<file path="src/design/mat_pkg.sv">
// Shared types and constants for the multi-turn angle tracker.
// No dependencies; every other design file imports this package.
`default_nettype none

package mat_pkg;

    // Field widths
    localparam int RAW_W   = 16;
    localparam int DPC_W   = 25;
    localparam int ANGLE_W = 48;
    localparam int TURN_W  = 25;   // single-turn angle, Q16.16 below 360 degrees
    localparam int TC_W    = 14;   // signed turn count
    localparam int PROD_W  = RAW_W + DPC_W;

    // One turn is 360 * 2^16 = 45 * 2^19, so a modulo splits into low bits and a mod-45
    localparam int FRAC_SH = 19;
    localparam int TURN_DIV = 45;
    localparam logic [TURN_W-1:0] TURN_Q      = 25'd23592960;
    localparam logic [TURN_W-1:0] HALF_TURN_Q = 25'd11796480;

    // Reciprocal of 45 for the scaler: exact for quotients below 2^22
    localparam int SC_Q_W   = PROD_W - FRAC_SH;
    localparam int SC_REC_W = 23;
    localparam int SC_REC_SH = 28;
    localparam logic [SC_REC_W-1:0] SC_REC = 23'd5965233;

    // Reciprocal of 45 for the wrap stage: exact for values below 2^30
    localparam int WR_H_W    = ANGLE_W - FRAC_SH;      // 29-bit signed turn part
    localparam int WR_U_W    = WR_H_W + 1;
    localparam int WR_REC_W  = 31;
    localparam int WR_REC_SH = 36;
    localparam logic [WR_REC_W-1:0] WR_REC = 31'd1527099484;
    // Multiple of 45 just above 2^28 that lifts the signed turn part to non-negative
    localparam logic [WR_U_W-1:0] WR_BIAS = 30'd268435485;

    localparam logic [DPC_W-1:0] DPC_RESET = 25'd2880;
    localparam int TURN_FOLD_LIMIT_DEF = 5000;

    // Request codes
    localparam logic REQ_SAMPLE   = 1'b0;
    localparam logic REQ_RELOCATE = 1'b1;

    typedef struct packed {
        logic                      req;
        logic signed [ANGLE_W-1:0] target;
        logic [TURN_W-1:0]         cur;
    } t_sample;

    typedef struct packed {
        logic signed [ANGLE_W-1:0] total;
        logic                      init;
    } t_result;

    // Remainder of a value below 2^30 by 45, given its quotient
    function automatic logic [5:0] rem45(input logic [WR_U_W-1:0] v,
                                         input logic [WR_U_W-1:0] q);
        logic [WR_U_W-1:0] p;
        p = (q << 5) + (q << 3) + (q << 2) + q;
        return 6'(v - p);
    endfunction

endpackage

`default_nettype wire

</file>
<file path="src/design/mat_core.sv">
// Tracking core of the multi-turn angle tracker: turn counting, folding,
// relocation and the saturated total, all in one register stage. Depends on mat_pkg.
`default_nettype none

module mat_core #(
    parameter int TURN_FOLD_LIMIT = mat_pkg::TURN_FOLD_LIMIT_DEF
) (
    input  wire logic            i_clk,
    input  wire logic            i_rst_n,
    input  wire logic            i_valid,
    output logic                 o_ready,
    input  wire mat_pkg::t_sample i_data,
    output logic                 o_valid,
    input  wire logic            i_ready,
    output mat_pkg::t_result     o_data
);
    import mat_pkg::*;

    localparam int SUM_W = ANGLE_W + 2;
    localparam logic signed [TC_W-1:0] FOLD_LIM = TC_W'(TURN_FOLD_LIMIT);
    localparam logic signed [SUM_W-1:0] MAX48 = SUM_W'({1'b0, {(ANGLE_W-1){1'b1}}});
    localparam logic signed [SUM_W-1:0] MIN48 = -MAX48 - SUM_W'(1);
    localparam logic signed [TURN_W:0] HALF_S = (TURN_W+1)'(HALF_TURN_Q);

    logic                       r_init;
    logic                       r_pend;
    logic signed [ANGLE_W-1:0]  r_pend_tgt;
    logic [TURN_W-1:0]          r_start;
    logic [TURN_W-1:0]          r_prev;
    logic signed [TC_W-1:0]     r_tc;
    logic signed [ANGLE_W-1:0]  r_fine;

    logic                       n_init;
    logic                       n_pend;
    logic signed [ANGLE_W-1:0]  n_pend_tgt;
    logic [TURN_W-1:0]          n_start;
    logic [TURN_W-1:0]          n_prev;
    logic signed [TC_W-1:0]     n_tc;
    logic signed [ANGLE_W-1:0]  n_fine;
    logic signed [ANGLE_W-1:0]  n_total;

    logic                       take;
    logic signed [TURN_W:0]     delta;
    logic signed [TC_W-1:0]     tc_step;
    logic signed [SUM_W-1:0]    tq_old;
    logic signed [SUM_W-1:0]    tq_new;
    logic signed [SUM_W-1:0]    cur_x;
    logic signed [SUM_W-1:0]    start_x;
    logic signed [SUM_W-1:0]    prev_x;
    logic signed [SUM_W-1:0]    fine_x;
    logic signed [SUM_W-1:0]    sum_total;
    logic signed [SUM_W-1:0]    sum_fold;
    logic signed [SUM_W-1:0]    sum_reloc;
    logic                       fold;

    // Turns to Q16.16 degrees: tc * 45 * 2^19
    function automatic logic signed [SUM_W-1:0] turns_q(input logic signed [TC_W-1:0] tc);
        logic signed [SUM_W-1:0] t;
        t = SUM_W'(tc);
        return ((t <<< 5) + (t <<< 3) + (t <<< 2) + t) <<< FRAC_SH;
    endfunction

    function automatic logic signed [ANGLE_W-1:0] sat48(input logic signed [SUM_W-1:0] v);
        logic signed [SUM_W-1:0] c;
        c = v;
        if (v > MAX48) begin
            c = MAX48;
        end else if (v < MIN48) begin
            c = MIN48;
        end
        return ANGLE_W'(c);
    endfunction

    assign o_ready = !o_valid || i_ready;
    assign take    = i_valid && o_ready;

    always_comb begin
        delta = $signed({1'b0, i_data.cur}) - $signed({1'b0, r_prev});
        tc_step = r_tc;
        priority if (delta > HALF_S) begin
            tc_step = r_tc - TC_W'(1);
        end else if (delta < -HALF_S) begin
            tc_step = r_tc + TC_W'(1);
        end

        tq_old  = turns_q(r_tc);
        tq_new  = turns_q(tc_step);
        cur_x   = $signed(SUM_W'(i_data.cur));
        start_x = $signed(SUM_W'(r_start));
        prev_x  = $signed(SUM_W'(r_prev));
        fine_x  = SUM_W'(r_fine);

        sum_total = tq_new + cur_x - start_x + fine_x;
        sum_fold  = fine_x + tq_new;
        sum_reloc = SUM_W'(i_data.target) - (tq_old + prev_x - start_x);
        fold      = (tc_step > FOLD_LIM) || (tc_step < -FOLD_LIM);

        n_init     = r_init;
        n_pend     = r_pend;
        n_pend_tgt = r_pend_tgt;
        n_start    = r_start;
        n_prev     = r_prev;
        n_tc       = r_tc;
        n_fine     = r_fine;
        n_total    = i_data.target;

        if (i_data.req == REQ_RELOCATE) begin
            // Before the first sample, hold the target until initialisation
            if (!r_init) begin
                n_pend     = 1'b1;
                n_pend_tgt = i_data.target;
            end else begin
                n_fine = sat48(sum_reloc);
            end
        end else if (!r_init) begin
            // First sample sets the zero reference
            n_init  = 1'b1;
            n_start = i_data.cur;
            n_prev  = i_data.cur;
            n_tc    = '0;
            n_fine  = r_pend ? r_pend_tgt : '0;
            n_total = n_fine;
            n_pend  = 1'b0;
        end else begin
            n_prev  = i_data.cur;
            n_total = sat48(sum_total);
            if (fold) begin
                n_fine = sat48(sum_fold);
                n_tc   = '0;
            end else begin
                n_tc = tc_step;
            end
        end
    end

    always_ff @(posedge i_clk) begin
        if (!i_rst_n) begin
            o_valid    <= 1'b0;
            r_init     <= 1'b0;
            r_pend     <= 1'b0;
            r_pend_tgt <= '0;
            r_start    <= '0;
            r_prev     <= '0;
            r_tc       <= '0;
            r_fine     <= '0;
        end else begin
            if (o_ready) begin
                o_valid <= i_valid;
            end
            if (take) begin
                r_init     <= n_init;
                r_pend     <= n_pend;
                r_pend_tgt <= n_pend_tgt;
                r_start    <= n_start;
                r_prev     <= n_prev;
                r_tc       <= n_tc;
                r_fine     <= n_fine;
            end
        end
        if (take) begin
            o_data.total <= n_total;
            o_data.init  <= n_init;
        end
    end

endmodule

`default_nettype wire

</file>
<file path="config.mk">
export PLATFORM = sky130hd
export DESIGN_NAME = mat_core
export DESIGN_NICKNAME = d
export VERILOG_FILES = /design/src/design/mat_pkg.sv /design/src/design/mat_core.sv
export SDC_FILE = /design/constraint.sdc
export NUM_CORES = 1
export LEC_CHECK = 0
export CAP_MARGIN = 30
export CORE_MARGIN = 2
export CORE_UTILIZATION = 30
export CTS_BUF_LIST = sky130_fd_sc_hd__clkbuf_16
export DETAILED_ROUTE_END_ITERATION = 6
export DONT_BUFFER_PORTS = 1
export GPL_TIMING_DRIVEN = 0
export SKIP_CTS_REPAIR_TIMING = 1
export SYNTH_ARGS = -nofsm -noshare
export SYNTH_HDL_FRONTEND = slang
export SYNTH_SLANG_ARGS = --single-unit
</file>
<file path="constraint.sdc">
create_clock -name i_clk -period 11.6 [get_ports i_clk]
set_clock_uncertainty 0.2 [all_clocks]
set_input_delay 0.58 -clock i_clk [delete_from_list [all_inputs] [get_ports i_clk]]
set_output_delay 0.58 -clock i_clk [all_outputs]
set_load 0.02 [all_outputs]
</file>
==> run metrics <==
H-Tree Level Count=1; post-route ant nets=0; status=completed; Final Slew Violations=0; post-DR wirelength/cell=between 20 and 25 µm; crit path launch type=register; max-cap viol count=0; clock transition at the registers of the reported paths=around 0.060 ns; worst hold stages=2; DRT Pass-1 Iters=6; Via Count=roughly 24000; Synth Register Bits=212; CTS Buf Count=30; drt initial violations=around 2400; ranking of synthesized cells by area=ha_1 17%, dfxtp_1 13%, fa_1 8.7%; Yosys cell types=between 90 and 100; Worst Setup End Kind=register; number of port buffers=0; Worst Path Max Fanout=10; Worst-Skew Late Latency=about 0.63 ns; Die Width=approximately 290 µm; Hold Fails Final Rpt=0; delay of the slowest critical-path stage=about 0.51 ns; Tightest Hold Check Type=input pin to register; drc violations=0; die area=82970 µm²; Setup CP Type=register to register; worst path required time=11.73 ns; total gr overflow=0; DIE HEIGHT=288.1 µm; Area growth syn-to-layout=18.67%; hold_sp=i_data[37]; prevailing post-synth register cell=dfxtp_1; via/cell ratio=approximately 5.4; Slew @ Worst Pin=1.240 ns; hold endpoint=o_data[13]$_DFFE_PP_; R2R Path End=o_data[23]$_DFFE_PP_; Clock Tree Root=clkbuf_16; CTS Buffer Depth=3; Fill cells=around 8500; Post-synth EDFFs=49; most common cell in the synthesized netlist=inv_1; Place WS=-4.363 ns; Avg Cell Area, Syn=around 8 µm²; Seq/Total Area, Yosys=0.1956; I/O Pins=between 100 and 150; Num Clock Sinks=about 210; Post-Syn Instances=~3100; final setup margin=about 0.21 ns; GPL Wtd Cong=~1.0; vias in the first global route=around 21000; Max-Slew Margin vs Limit=0.1685; final worst path period need=between 10 and 15 ns; GRT Overall Usage=0.2123; layout cells sized above 1=0.08713; cell repeated most along the worst path=a21oi_2; Crit path arrival time=11.51 ns; count of final setup violators=0; wirelength, routed=95910 µm; num rows=about 100; ys async rst share=0; syn_nets=approximately 3600; Starting Density=0.3020; share of the synthesized area in the top cell type=0.1732; total core area=between 80000 and 90000 µm²; area leader, netlist=ha_1; first-pass GRT wire length=between 100000 and 150000 µm; reg-to-reg slack, setup=0.21 ns; Final Net Count=between 3000 and 4000; hpwl dp=roughly 74000 µm; Worst path slowest cell=fa_1; CTS tree=yes; initial antenna violation count=8; FF-to-FF path depth=between 50 and 60; worst r2r src=r_prev[9]$_SDFFE_PN0P_; f_max=87.82 MHz; synth warn=0; synthesized area=24210 µm²; largest net degree at the start of global routing=30; top cells by count, synth=467 x inv_1, 355 x nand2_1, 335 x ha_1; Final Cycle Share=0.9817
per-layer routing:
metal / up-vias / global-route usage / part of all wire
li1: 11010 / - / -
met5: - / 0 / 0.00013
met2: 1090 / 0.3368 / 0.45
met4: 2 / 0.07228 / 0.040
met3: 177 / 0.06521 / 0.11
met1: 11300 / 0.2724 / 0.41
sequential cells by signal (all words and copies together) (netlist names), 14 cells and up:
signal / count
r_start: 25
r_tc: 14
r_pend_tgt: 48
o_data: 49
r_fine: 48
r_prev: 25
layout make-up:
class                   count  area (µm²)  area share
diodes                      3       7.507   0.0002614
plain buffers             109       489.2     0.01703
clock buffers              30       750.7     0.02614
clock inverters            26       305.3     0.01063
inverters                 470        1780     0.06199
multi-input cells        2282       18030      0.6278
flip-flops and latches    212        4738      0.1650
well taps                1060        1326     0.04617
repair buffers            142        1292     0.04500
metrics by stage:
stage,setup TNS [ns],hold slack (ns),instances,util,cell area [µm²]
after floorplan,0,0.2327,3074,-,24210
after global placement,-345.00,0.2415,4134,0.3185,25530
after detailed placement,-291.70,0.2468,4145,0.3198,25640
after CTS,-271.07,-0.1390,4201,0.3330,26690
after global routing,-1.402,0.01861,4331,0.3583,28720
final,0,0.01458,4334,0.3583,28720
cell families (layout without fill, tap and decap cells):
family          after synthesis  count (layout)  synth area share
compound gates              930             930            0.2474
simple gates                733             733            0.1393
buf+inv                     580             777           0.09113
fa+ha+maj                   445             445            0.2621
flops                       212             212            0.1956
xor+xnor                    158             158           0.05779
mux                          16              16          0.006771
other cells                   0               3                 0
how the worst max path moves through the flow:
stage                                end  slack (ns)                   start  depth (start not counted)
global route        o_data[31]$_DFFE_PP_       -0.12  r_prev[3]$_SDFFE_PN0P_                         57
global placement    o_data[12]$_DFFE_PP_       -4.80               i_data[0]                         50
detailed placement  o_data[23]$_DFFE_PP_       -4.36               i_data[0]                         56
finish              o_data[23]$_DFFE_PP_        0.21  r_prev[9]$_SDFFE_PN0P_                         53
floorplan           o_data[35]$_DFFE_PP_        0.04               i_data[0]                         52
CTS                 o_data[23]$_DFFE_PP_       -4.14  r_prev[0]$_SDFFE_PN0P_                         55
worst max-delay path: cells and delay by family (launching register included):
family	cells	cell delay (ns)
AO/OA/AOI/OAI	22	4.14
XOR/XNOR	1	0.06
adder cells (fa/ha/maj)	7	2.34
buffers and inverters	12	1.44
flip-flops	1	0.36
multiplexers	1	0.29
AND/OR/NAND/NOR	10	2.23
cells in the final DEF (no fill, tap or decap), drive strengths merged, types with 16 or more instances in the layout:
master and n:
inv 474, nand2 355, ha 335, a21oi 311, o21ai 190, dfxtp 163
nor2 130, clkbuf 119, xnor2 108, fa 105, buf 88, a21o 82
dlygate4sd3 74, xor2 50, edfxtp 49, nand3 44, a22oi 43, nor3 43
o21bai 29, a211oi 27, nand2b 27, nor2b 22, o21a 22, o211ai 22
a31oi 21, nand4 19, a21boi 19, and3 18, a221oi 18, o311a 17
and2 16, o31ai 16
Power is not shown: default switching activity piles up to over one toggle a cycle in this logic, so the estimate is an artifact.
